### src/sv/hfa_pkg.sv
// Shared widths, stream layout and stage record types for the hex float adder.
// No dependencies; imported by hex_float_add_top.
package hfa_pkg;

  localparam int EXPO_W   = 7;
  localparam int FRACT_W  = 56;
  localparam int SHORT_W  = 24;
  localparam int WIDE_W   = FRACT_W + 4;      // fraction plus guard digit
  localparam int SUM_W    = FRACT_W + 8;      // plus carry digit
  localparam int IN_W     = 136;              // 129 field bits, byte padded
  localparam int OUT_W    = 72;               // 65 field bits, byte padded
  localparam int DIGITS_L = FRACT_W / 4;

  localparam logic [EXPO_W-1:0] EXPO_MAX = 7'h7F;

  typedef struct packed {
    logic                 is_long;
    logic                 nrm;
    logic                 pass;
    logic                 xs;
    logic [EXPO_W-1:0]    xe;
    logic [FRACT_W-1:0]   xf;
    logic                 ys;
    logic [FRACT_W-1:0]   yf;
    logic [EXPO_W-1:0]    diff;
  } s1_t;

  typedef struct packed {
    logic                 is_long;
    logic                 nrm;
    logic                 sub;
    logic                 xs;
    logic                 ys;
    logic [EXPO_W-1:0]    xe;
    logic [WIDE_W-1:0]    xw;
    logic [WIDE_W-1:0]    yw;
  } s2_t;

  typedef struct packed {
    logic                 is_long;
    logic                 nrm;
    logic                 sign;
    logic [EXPO_W-1:0]    xe;
    logic [SUM_W-1:0]     r;
  } s3_t;

  typedef struct packed {
    logic                 is_long;
    logic                 sign;
    logic                 carry;
    logic                 zero;
    logic [EXPO_W-1:0]    xe;
    logic [3:0]           lz;
    logic [WIDE_W-1:0]    w;
    logic [FRACT_W-1:0]   cf;
  } s4_t;

endpackage

### src/sv/hex_float_add_top.sv
// Pipelined base-16 excess-64 floating-point adder, short and long formats.
// Depends on hfa_pkg for widths and stage record types.
//
// One add request enters per cycle while the pipeline has room and passes
// through five registered stages (decode/swap, digit align, add/subtract,
// leading-digit count, normalize shift); every stage holds its request while
// the next one is full, so a stalled output backs up stage by stage and the
// input keeps taking requests until all five stages are occupied. The align and
// normalize barrel shifters and the 61-bit add/subtract set the stage depth.
module hex_float_add_top (
  input  logic                    clk,
  input  logic                    rst,
  input  logic                    s_tvalid,
  output logic                    s_tready,
  // normalize, a_sign, a_expo, a_fract, b_sign, b_expo, b_fract, zero pad
  input  logic [hfa_pkg::IN_W-1:0]  s_tdata,
  // is_long
  input  logic                    s_tuser,
  output logic                    m_tvalid,
  input  logic                    m_tready,
  // sum_sign, sum_expo, sum_fract, exp_overflow, zero pad
  output logic [hfa_pkg::OUT_W-1:0] m_tdata
);
  import hfa_pkg::*;

  logic v1, v2, v3, v4;
  logic en1, en2, en3, en4, en5;
  s1_t s1, s1_next;
  s2_t s2, s2_next;
  s3_t s3, s3_next;
  s4_t s4, s4_next;
  logic out_long;
  logic [OUT_W-1:0] out_next;

  assign en5 = !m_tvalid || m_tready;
  assign en4 = !v4 || en5;
  assign en3 = !v3 || en4;
  assign en2 = !v2 || en3;
  assign en1 = !v1 || en2;
  assign s_tready = en1;

  // Stage 1: mask to format, spot zero operands, put larger exponent in x
  logic               in_nrm, a_s, b_s, a_zero, b_zero, sel_a;
  logic [EXPO_W-1:0]  a_e, b_e;
  logic [FRACT_W-1:0] a_f, b_f;

  always_comb begin
    in_nrm = s_tdata[0];
    a_s    = s_tdata[1];
    a_e    = s_tdata[8:2];
    b_s    = s_tdata[65];
    b_e    = s_tdata[72:66];
    if (s_tuser) begin
      a_f = s_tdata[64:9];
      b_f = s_tdata[128:73];
    end else begin
      a_f = {{(FRACT_W-SHORT_W){1'b0}}, s_tdata[9 +: SHORT_W]};
      b_f = {{(FRACT_W-SHORT_W){1'b0}}, s_tdata[73 +: SHORT_W]};
    end
    a_zero = (a_f == '0) && (a_e == '0);
    b_zero = (b_f == '0) && (b_e == '0);
    sel_a  = b_zero || (!a_zero && (a_e >= b_e));
    s1_next.is_long = s_tuser;
    s1_next.nrm     = in_nrm;
    s1_next.pass    = a_zero || b_zero;
    s1_next.xs      = sel_a ? a_s : b_s;
    s1_next.xe      = sel_a ? a_e : b_e;
    s1_next.xf      = sel_a ? a_f : b_f;
    s1_next.ys      = sel_a ? b_s : a_s;
    s1_next.yf      = sel_a ? b_f : a_f;
    s1_next.diff    = sel_a ? (a_e - b_e) : (b_e - a_e);
  end

  // Stage 2: shift y right by diff-1 digits; x keeps a guard digit
  logic [EXPO_W-1:0]  sh;
  logic [FRACT_W-1:0] y_shr;
  logic               shifted_away;
  logic [WIDE_W-1:0]  y_al;

  always_comb begin
    sh = s1.diff - 7'd1;
    if (s1.diff >= 7'd16) begin
      y_shr = '0;
    end else begin
      y_shr = s1.yf >> {sh[3:0], 2'b00};
    end
    shifted_away = (s1.diff >= 7'd2) && (y_shr == '0);
    if (s1.diff == '0) begin
      y_al = {s1.yf, 4'h0};
    end else if (s1.diff == 7'd1) begin
      y_al = {4'h0, s1.yf};
    end else begin
      y_al = {4'h0, y_shr};
    end
    s2_next.is_long = s1.is_long;
    s2_next.nrm     = s1.nrm;
    s2_next.xs      = s1.xs;
    s2_next.ys      = s1.ys;
    s2_next.xe      = s1.xe;
    s2_next.xw      = {s1.xf, 4'h0};
    // pass x through the adder alone
    s2_next.yw      = (s1.pass || shifted_away) ? '0 : y_al;
    s2_next.sub     = !(s1.pass || shifted_away) && (s1.xs != s1.ys);
  end

  // Stage 3: signed magnitude add
  logic [SUM_W-1:0]  add_r;
  logic [WIDE_W:0]   dxy;
  logic [WIDE_W-1:0] dyx;

  always_comb begin
    add_r = {4'h0, s2.xw} + {4'h0, s2.yw};
    dxy   = {1'b0, s2.xw} - {1'b0, s2.yw};
    dyx   = s2.yw - s2.xw;
    s3_next.is_long = s2.is_long;
    s3_next.nrm     = s2.nrm;
    s3_next.xe      = s2.xe;
    if (!s2.sub) begin
      s3_next.r    = add_r;
      s3_next.sign = s2.xs;
    end else if (dxy[WIDE_W]) begin
      s3_next.r    = {4'h0, dyx};
      s3_next.sign = s2.ys;
    end else begin
      s3_next.r    = {4'h0, dxy[WIDE_W-1:0]};
      s3_next.sign = s2.xs;
    end
  end

  // Stage 4: carry detect, window the result at the format's top digit, count zeros
  logic [WIDE_W-1:0] win;
  logic [3:0]        lz;

  always_comb begin
    if (s3.is_long) begin
      win = s3.r[WIDE_W-1:0];
      s4_next.carry = s3.r[SUM_W-1 -: 4] != 4'h0;
      s4_next.cf    = s3.r[SUM_W-1:8];
    end else begin
      win = {s3.r[SHORT_W+3:0], {(WIDE_W-SHORT_W-4){1'b0}}};
      s4_next.carry = s3.r[SHORT_W+7 -: 4] != 4'h0;
      s4_next.cf    = {{(FRACT_W-SHORT_W){1'b0}}, s3.r[SHORT_W+7:8]};
    end
    lz = 4'(DIGITS_L + 1);
    for (int i = 0; i <= DIGITS_L; i++) begin
      if (win[4*i +: 4] != 4'h0) begin
        lz = 4'(DIGITS_L - i);
      end
    end
    s4_next.is_long = s3.is_long;
    s4_next.sign    = s3.sign;
    s4_next.xe      = s3.xe;
    s4_next.w       = win;
    s4_next.lz      = s3.nrm ? lz : 4'h0;
    s4_next.zero    = s3.nrm ? (s3.r == '0) : (s3.r[SUM_W-1:4] == '0);
  end

  // Stage 5: normalize shift and exponent adjust
  logic [WIDE_W-1:0]  nv;
  logic [FRACT_W-1:0] nf;
  logic [EXPO_W:0]    e_adj;

  always_comb begin
    nv    = s4.w << {s4.lz, 2'b00};
    nf    = s4.is_long ? nv[WIDE_W-1:4]
                       : {{(FRACT_W-SHORT_W){1'b0}}, nv[WIDE_W-1 -: SHORT_W]};
    e_adj = {1'b0, s4.xe} - {4'h0, s4.lz};
    out_next = '0;
    if (s4.carry) begin
      out_next[0]   = s4.sign;
      out_next[7:1] = s4.xe + 7'd1;
      out_next[63:8] = s4.cf;
      out_next[64]  = s4.xe == EXPO_MAX;
    end else if (!s4.zero && !e_adj[EXPO_W]) begin
      out_next[0]    = s4.sign;
      out_next[7:1]  = e_adj[EXPO_W-1:0];
      out_next[63:8] = nf;
    end
  end

  always_ff @(posedge clk) begin
    if (rst) begin
      v1 <= 1'b0;
      v2 <= 1'b0;
      v3 <= 1'b0;
      v4 <= 1'b0;
      m_tvalid <= 1'b0;
    end else begin
      if (en1) v1 <= s_tvalid;
      if (en2) v2 <= v1;
      if (en3) v3 <= v2;
      if (en4) v4 <= v3;
      if (en5) m_tvalid <= v4;
    end
  end

  always_ff @(posedge clk) begin
    if (en1) s1 <= s1_next;
    if (en2) s2 <= s2_next;
    if (en3) s3 <= s3_next;
    if (en4) s4 <= s4_next;
    if (en5) begin
      m_tdata  <= out_next;
      out_long <= s4.is_long;
    end
  end

  // top digit of the format sits at bits 63:60 in long and 31:28 in short
  a_ovf_wraps: assert property (@(posedge clk) disable iff (rst)
    m_tvalid && m_tdata[64] |-> m_tdata[7:1] == '0 &&
      (out_long ? m_tdata[63:60] != 4'h0 : m_tdata[31:28] != 4'h0))
    else $error("overflow result without wrapped exponent");

  a_true_zero: assert property (@(posedge clk) disable iff (rst)
    m_tvalid && m_tdata[63:8] == '0 |-> m_tdata[7:0] == '0 && !m_tdata[64])
    else $error("zero fraction is not true zero");

  a_short_clean: assert property (@(posedge clk) disable iff (rst)
    m_tvalid && !out_long |-> m_tdata[63:8+SHORT_W] == '0)
    else $error("short result has bits above format");

endmodule
### config.mk
export PLATFORM = sky130hd
export DESIGN_NAME = hex_float_add_top
export DESIGN_NICKNAME = d
export VERILOG_FILES = /design/src/sv/hfa_pkg.sv /design/src/sv/hex_float_add_top.sv
export SDC_FILE = /design/constraint.sdc
export NUM_CORES = 1
export LEC_CHECK = 0
export BUFFER_PORTS_ARGS = -buffer_cell sky130_fd_sc_hd__clkbuf_2
export CELL_PAD_IN_SITES_DETAIL_PLACEMENT = 0
export CELL_PAD_IN_SITES_GLOBAL_PLACEMENT = 1
export CORE_ASPECT_RATIO = 1.4
export CORE_MARGIN = 4
export CORE_UTILIZATION = 44
export DETAILED_ROUTE_END_ITERATION = 6
export PLACE_DENSITY = 0.79
export SYNTH_ARGS = -nofsm -noshare
export SYNTH_HDL_FRONTEND = slang
export SYNTH_SLANG_ARGS = --single-unit
### constraint.sdc
create_clock -name clk -period 5.6 [get_ports clk]
set_input_delay 0.28 -clock clk [delete_from_list [all_inputs] [get_ports clk]]
set_output_delay 0.28 -clock clk [all_outputs]
set_load 0.005 [all_outputs]
==> Yosys cells after proc, flatten, opt, wreduce, memory -nomap -nowiden <==
Cells that the tools add are included.
{ "totals": {"ff_bits": 534, "latch_bits": 0, "mem_bits_rw": 0, "rom_bits": 0, "input_bits": 141, "out_inout_bits": 74, "wordCells": 147, "memories": 0} }
{ "op_classes": {"addsub": 8, "multipliers": 0, "n_div": 0, "order_cmp": 3, "n_eq_ne": 3, "n_shift": 2, "n_mux": 35, "bitwise_logic": 1, "reduce_logical": 53} }
{ "op_table": {"columns": ["cell", "n"], "rows": [
  ["56-bit 2-to-1 mux", 7],
  ["60-bit 2-to-1 mux", 3],
  ["56-bit logical NOT", 3],
  ["64-bit 2-to-1 mux", 2],
  ["4-bit nonzero test", 17],
  ["64-bit logical NOT", 1],
  ["60-bit by 60-bit adder with 61-bit output", 1],
  ["61-bit 2-to-1 mux", 1],
  ["60-bit by 60-bit subtractor with 61-bit output", 1],
  ["60-bit logical NOT", 1],
  ["60-bit by 6-bit left shift with 60-bit output", 1],
  ["60-bit subtractor", 1],
  ["56-bit by 6-bit >> shifter with 56-bit output", 1],
  ["4-bit 2-to-1 mux", 6],
  ["7-bit logical NOT", 3],
  ["7-bit 2-to-1 mux", 2],
  ["7-bit subtractor", 2],
  ["3-bit 2-to-1 mux", 4],
  ["1-bit logical NOT", 9],
  ["9-bit OR reduction", 1],
  ["1-bit logical OR", 8],
  ["1-bit 2-to-1 mux", 8],
  ["7-bit by 4-bit subtractor with 8-bit output", 1],
  ["7-bit by 1-bit adder with 7-bit output (second input constant)", 1],
  ["other kinds (13)", 20]
]} }

==> Logic depth before layout (Yosys ltp) <==
Gate-level depths: netlist of run 1.
{ "logic_depth": {"depth_word": 16, "ltp_mapped": 19, "depth_no_buf": 13} }

==> Worst setup path before layout of run 1 <==
No wires, ideal clock.
{ "synth_timing": {"kind": "register -> register", "from": "reg m_tvalid", "to": "reg s1[0] (netlist name) (enable)", "setup_time_ps": 1482, "t_arrival_ps": 3799, "required_ps": 4118, "path_slack_ps": 319, "path_stages_with_launch": 4, "path_buffers": 0, "period_less_slack_ps": 5281, "path_cell_list": "dfxtp_1 -> nor2b_1 -> and3_1 -> nand3_1"} }
{ "synth_via": {"elab_chain_cells": 6} }
{ "synth_rtl": {"columns": ["element", "line_no", "source"], "rows": [
  ["from (decl)", "hex_float_add_top.sv:19", "output logic m_tvalid,"],
  ["from (signal assigned)", "hex_float_add_top.sv:193", "if (en5) m_tvalid <= v4;"],
  ["1-bit logical NOT", "hex_float_add_top.sv:35", "assign en5 = !m_tvalid || m_tready;"],
  ["1-bit logical OR", "hex_float_add_top.sv:35", null],
  ["1-bit logical OR", "hex_float_add_top.sv:36", "assign en4 = !v4 || en5;"],
  ["1-bit logical OR", "hex_float_add_top.sv:37", "assign en3 = !v3 || en4;"],
  ["1-bit logical OR", "hex_float_add_top.sv:38", "assign en2 = !v2 || en3;"],
  ["1-bit logical OR", "hex_float_add_top.sv:39", "assign en1 = !v1 || en2;"],
  ["named net s_tready", "hex_float_add_top.sv:14", "output logic s_tready,"],
  ["to (signal assigned)", "hex_float_add_top.sv:198", "if (en1) s1 <= s1_next;"],
  ["to (decl)", "hex_float_add_top.sv:28", "s1_t s1, s1_next;"]
]} }
The timed path passes the listed nets, and every way through them passes these cells.
A chain may end at the register's enable or synchronous reset.

==> results of run 1 <==
[worst paths after layout]
check | slack, ns | to | cells past startpoint
worst max register to register | 0.99 | s3[51]$_DFFE_PP_ | 13
worst min register to register | 0.42 | s3[66]$_DFFE_PP_ | 0
worst min-delay path | 0.02 | s1[20]$_DFFE_PP_ | 2
worst max-delay path | 0.99 | s3[51]$_DFFE_PP_ | 13
[cells in the mapped netlist, types with 19 or more instances]
| master | n |
|---|---|
| a211oi_1 | 60 |
| edfxtp_1 | 523 |
| and3_1 | 19 |
| nand3_1 | 51 |
| ha_1 | 189 |
| nand2b_1 | 19 |
| nor4_1 | 84 |
| o21bai_1 | 40 |
| nand2_1 | 271 |
| a221oi_1 | 28 |
| o21a_1 | 30 |
| and2_1 | 78 |
| mux2_2 | 118 |
| nor2_1 | 339 |
| buf_4 | 20 |
| o21ai_0 | 249 |
| mux2i_1 | 170 |
| xnor2_1 | 55 |
| clkbuf_1 | 137 |
| buf_1 | 29 |
| buf_2 | 41 |
| nand4_1 | 47 |
| a31oi_1 | 28 |
| o211ai_1 | 53 |
| a21oi_1 | 322 |
| o22ai_1 | 30 |
| nor2b_1 | 103 |
| a22o_1 | 39 |
| inv_1 | 200 |
| a21o_1 | 53 |
| nor3_1 | 107 |
[worst max-delay path: cells and delay by family, from the launching register on]
kind / cells / cell delay, ns
adder cells (fa/ha/maj): 1 / 0.51
AND/OR/NAND/NOR: 2 / 0.79
buffers and inverters: 2 / 0.31
AO/OA/AOI/OAI: 8 / 2.34
flip-flops: 1 / 0.38
[layer usage]
layer	vias to the layer above	wire length, um	track usage, %
met3	421	6399	3.085
met5	-	0	0
met2	1238	68530	53.32
met4	0	10850	19.48
li1	14478	-	-
met1	15275	49420	33.46
[state kept, by name, summed over array words and instances, names as in the netlist]
register / flops
s2: 128
s4: 128
s3: 71
m_tdata: 65
s1: 131
v1: 1
m_tvalid: 1
v2: 1
v4: 1
v3: 1
[final cells by class]
type	count	share of cell area (%)
clock buffers	64	3.370
repair buffers	340	5.404
clock inverters	37	1.108
flip-flops and latches	528	38.35
well taps	1079	3.276
multi-input cells	2840	46.64
inverters	204	1.858
[power breakdown]
part | internal (W) | switching, W
sequential | 0.00558 | 0.000966
combinational | 0.00241 | 0.00420
clock | 0.00216 | 0.00159
[logic make-up after synthesis]
| family | synth area share (%) |
|---|---|
| buffers and inverters | 4.993 |
| adders and majority gates | 6.710 |
| and+or+nand+nor | 15.98 |
| other | 0.01021 |
| muxes | 8.739 |
| xor gates and xnor gates | 1.686 |
| AOI/OAI and AO/OA | 18.86 |
| DFF | 43.02 |
[through the flow]
stage,utilization [%],worst slack [ns],area (um2),total power [W]
2_1_floorplan,-,0.3187,36760,0.01034
3_3_place_gp,46.83,1.162,38820,0.01298
3_5_place_dp,46.83,1.137,38820,0.01302
4_1_cts,49.72,1.135,41220,0.01682
5_1_grt,49.72,0.7854,41220,0.01765
6_report,49.72,0.9866,41220,0.01691
[repair_timing]
action / 4_1_cts / 5_1_grt
hold endpoints to repair: 37 / 0
hold buffers: 55 / 0
setup endpoints to repair: 0 / 0
==> run metrics, run 1 <==
outcome completed; period utilisation layout 82.38%; Cell Rows 125; final setup TNS 0 ns; PD cells 410.3 nW/um2; Inst Count DP 4,936; DP Wirelength 106,000 um; initial antenna violation count 3; largest fanout on the critical path 14; initial core utilization 44.32%; Startpoint Class flip-flop; f_max 216.8 MHz; commonest non-fill, non-tap cells in the layout 523 x edfxtp_1, 338 x nor2_1, 322 x a21oi_1, 269 x nand2_1, 249 x o21ai_0; Pins Over Slew Limit 0; number of synthesized flops with an enable pin 523; area growth from synthesis to layout 12.19%; largest net degree at the start of global routing 129; R2R Path Start s2[23]$_SDFFCE_PP0P_; Routed WL 135,200 um; maximum vdd drop 331.5 uV; share of layout cells above drive strength 1 13.51%; Hold Crit Start s_tdata[86]; clk buf depth 3; Worst Setup SP s2[23]$_SDFFCE_PP0P_; Worst EP required 5.95 ns; Final Hold Fails 0; gr usage total 29.74%; IO Pins 215; Post-DRT Antenna Nets 0; largest cells by area after synthesis edfxtp_1 43%, ha_1 6.4%, mux2i_1 4.6%; Post-CTS Setup Bufs 0; Skew-Pair Late Insertion Delay 0.65 ns; Starting DRT DRC Count 2,954; H-tree levels 2; Fillers 7,901; Crit Path Category flip-flop to flip-flop; core area 82,890 um2; clk_skew 0.01994 ns; vias per inst 6.169; Tmin final 4.613 ns; first-pass GRT wire length 198,500 um; Placer Congestion 1.012; die area 88,240 um2; worst path cell trace inv_1 > ha_1 > a21oi_1 > o21ai_0 > a21oi_1 > o21ai_2 > a211oi_4 > buf_4 > a21oi_1 > a211oi_2 > o22ai_1 > nor3b_1 > nor4b_1; cell mode on critical path a21oi_1; Synth async-reset ratio 0%; Pleak 16.41 nW; final non-filler cell total 5,092; Yosys cell types 100; Remaining DRCs 0; register area share after synthesis 43.02%; hold_ws 0.02079 ns; Synth area leader edfxtp_1; Die Width 252.2 um; Storage cell area 15,810 um2; Num CTS Buffers 54; CTS resizes 0; diode count 0; max incr delay on CP 0.59 ns; Syn Inst Count 3,801; Hold Path Class primary input to flip-flop; most common cell after layout, fill and taps aside edfxtp_1; area of the multi-input gates 19,220 um2; DIE HEIGHT 349.9 um; slowest cell on the critical path nor4b_1; fin nets 4,303; Worst Tran Pin Value 1.114 ns; CTS tree built; first-pass detailed-route iteration total 7; Avg Cell Area, Syn 9.665 um2; vias in the first global route 31,382; port bufs 200; Synth top area share 42.75%; via count of the routed design 31,412; area of the mapped netlist 36,740 um2; clk slew on worst S/H paths 0.07 ns; unrepaired setup endpoints after global routing no; flop and latch count out of synthesis 528; Worst Setup End Kind flip-flop; prevailing post-synth register cell edfxtp_1; Worst slew margin 24.93%; CTS sink count 528; max cap viols 0; Worst EP arrival 4.97 ns; drt wl/cell 26.55 um; yosys synthesis warning count 0; root buffer cell clkbuf_16; remaining global-route overflow 0; final count of negative-setup-slack endpoints 0
(Power assumes the default switching activity.)
==> run 2, diff against run 1 <==
==> constraint.sdc (replaced) <==
create_clock -name clk -period 4 [get_ports clk]
set_input_delay 0.2 -clock clk [delete_from_list [all_inputs] [get_ports clk]]
set_output_delay 0.2 -clock clk [all_outputs]
set_load 0.005 [all_outputs]
==> run metrics, run 2 (synthesis results as in run 1) <==
outcome completed; vias per inst 6.010 (-2.6%); Routed WL 142,500 um (+5.4%); CTS sink count 528 (unchanged); Post-Place Setup Slack 0.03788 ns (-1.099 ns); Skew-Pair Late Insertion Delay 0.65 ns (about the same); area post-placement 40,620 um2 (+4.6%); area growth from synthesis to layout 20.14%; final setup TNS 0 ns (unchanged); CTS tree built; Die Width 252.2 um (unchanged); Worst EP required 4.42 ns (-1.53 ns); clk buf depth 3 (unchanged); DP Wirelength 112,700 um (+6.3%); maximum vdd drop 461.5 uV (+39%); commonest non-fill, non-tap cells in the layout 523 x edfxtp_1, 338 x nor2_1, 317 x a21oi_1, 302 x buf_4, 269 x nand2_1; initial antenna violation count 3 (unchanged); biggest registers after layout s1 x131, s2 x128, s4 x128; remaining global-route overflow 0 (unchanged); share of layout cells above drive strength 1 18.06% (+4.6 points); Inst Count DP 5,163 (+4.6%); final setup margin 0.08348 ns (-0.9031 ns); clk slew on worst S/H paths 0.06 ns (about the same); die area 88,240 um2 (unchanged); Worst Tran Pin Value 1.035 ns (-0.07898 ns); vias in the first global route 32,939 (+5.0%); DIE HEIGHT 349.9 um (unchanged); PD cells 554.9 nW/um2 (+35%); Final Cell Area 44,140 um2 (+7.1%); first-pass detailed-route iteration total 6 (-1); H-tree levels 2 (unchanged); fin nets 4,636 (+7.7%); Crit Path Category flip-flop to flip-flop; Remaining DRCs 0 (unchanged); core area 82,890 um2 (unchanged); drt wl/cell 26.27 um (-1.1%); max reg flops 131 (unchanged); most common cell after layout, fill and taps aside edfxtp_1; initial core utilization 44.32% (unchanged); Worst EP arrival 4.34 ns (-0.63 ns); Pins Over Slew Limit 0 (unchanged); Starting DRT DRC Count 2,945 (-0.30%); Final Hold Fails 0 (unchanged); Hold Path Class primary input to flip-flop; f_max 255.3 MHz (+18%); max cap viols 0 (unchanged); Reg with most FFs s1; Worst Setup End Kind flip-flop; hold_ws 0.03136 ns (+0.01057 ns); largest net degree at the start of global routing 78 (-40%); first-pass GRT wire length 206,500 um (+4.0%); IO Pins 215 (unchanged); via count of the routed design 32,599 (+3.8%); Placer Congestion 1.011 (-0.14%); final non-filler cell total 5,424 (+6.5%); Post-DRT Antenna Nets 0 (unchanged); root buffer cell clkbuf_16; final count of negative-setup-slack endpoints 0 (unchanged); clk_skew 0.04528 ns (+0.02535 ns); Worst slew margin 30.64% (+5.7 points); largest fanout on the critical path 9 (-5); period utilisation layout 97.91% (+16 points); gr usage total 31.18% (+1.4 points); Pleak 17.96 nW (+9.4%); Num CTS Buffers 50 (-7.4%); Cell Rows 125 (unchanged); Startpoint Class flip-flop; unrepaired setup endpoints after global routing no; Tmin final 3.917 ns (-0.6969 ns); port bufs 200 (unchanged)
## run 2: power by group
group,internal [W],total (W),switching [W]
registers,0.00781,0.00917,0.00136
logic,0.00412,0.0103,0.00618
clock network,0.00283,0.00502,0.00219
total,0.0148,0.0245,0.00973
## run 2: worst paths after layout
path	start	end	slack [ns]	cells past startpoint
setup / recovery	s2[31]$_SDFFCE_PP0P_	s3[52]$_DFFE_PP_	0.08	13
hold / removal	s_tdata[48]	s1[103]$_DFFE_PP_	0.03	3
setup reg to reg	s2[31]$_SDFFCE_PP0P_	s3[52]$_DFFE_PP_	0.08	13
hold reg to reg	s3[67]$_DFFE_PP_	s4[123]$_DFFE_PP_	0.41	0
## run 2: stage by stage
step                power, W  util, %
floorplan            0.01448        -
global route         0.02553    53.24
global placement     0.01910    49.01
CTS                  0.02432    53.09
detailed placement   0.01911    49.01
finish               0.02449    53.25
## run 2: worst max-delay path, cell delays in order (launching register included)
cell and delay, ns:
edfxtp_1 0.38, inv_1 0.05, ha_1 0.42, a21oi_2 0.24, o21ai_0 0.18, a21oi_1 0.27, o21bai_1 0.17, a211o_2 0.44
nor2_4 0.24, buf_4 0.23, mux2i_2 0.26, a31oi_1 0.22, and4_1 0.29, nor4_4 0.30
## run 2: area by class of cell
cell class	instances	area (um2)
tap	1079	1350
multi-input combinational	2840	19340
sequential	528	15810
antenna	3	7.507
inverter	204	765.7
fill	7610	38760
timing repair buffer	677	5130
clock inverter	29	421.7
clock buffer	64	1314
## run 2: per-layer routing
layer | track usage [%] | part of all wire (%) | vias up | wire length (um)
li1 | - | - | 15139 | -
met1 | 34.02 | 36 | 15725 | 51720
met2 | 57.05 | 51 | 1265 | 73030
met3 | 3.159 | 4.3 | 468 | 6066
met4 | 20.73 | 8.2 | 2 | 11640
met5 | 0 | 0.0091 | - | 13
## run 2: timing repair
action	4_1_cts	5_1_grt
pin swaps	0	5
hold buffers	164	0
resized for setup	0	28
setup buffers	1	0
endpoints found under the setup margin	1	31
endpoints found under the hold margin	108	0
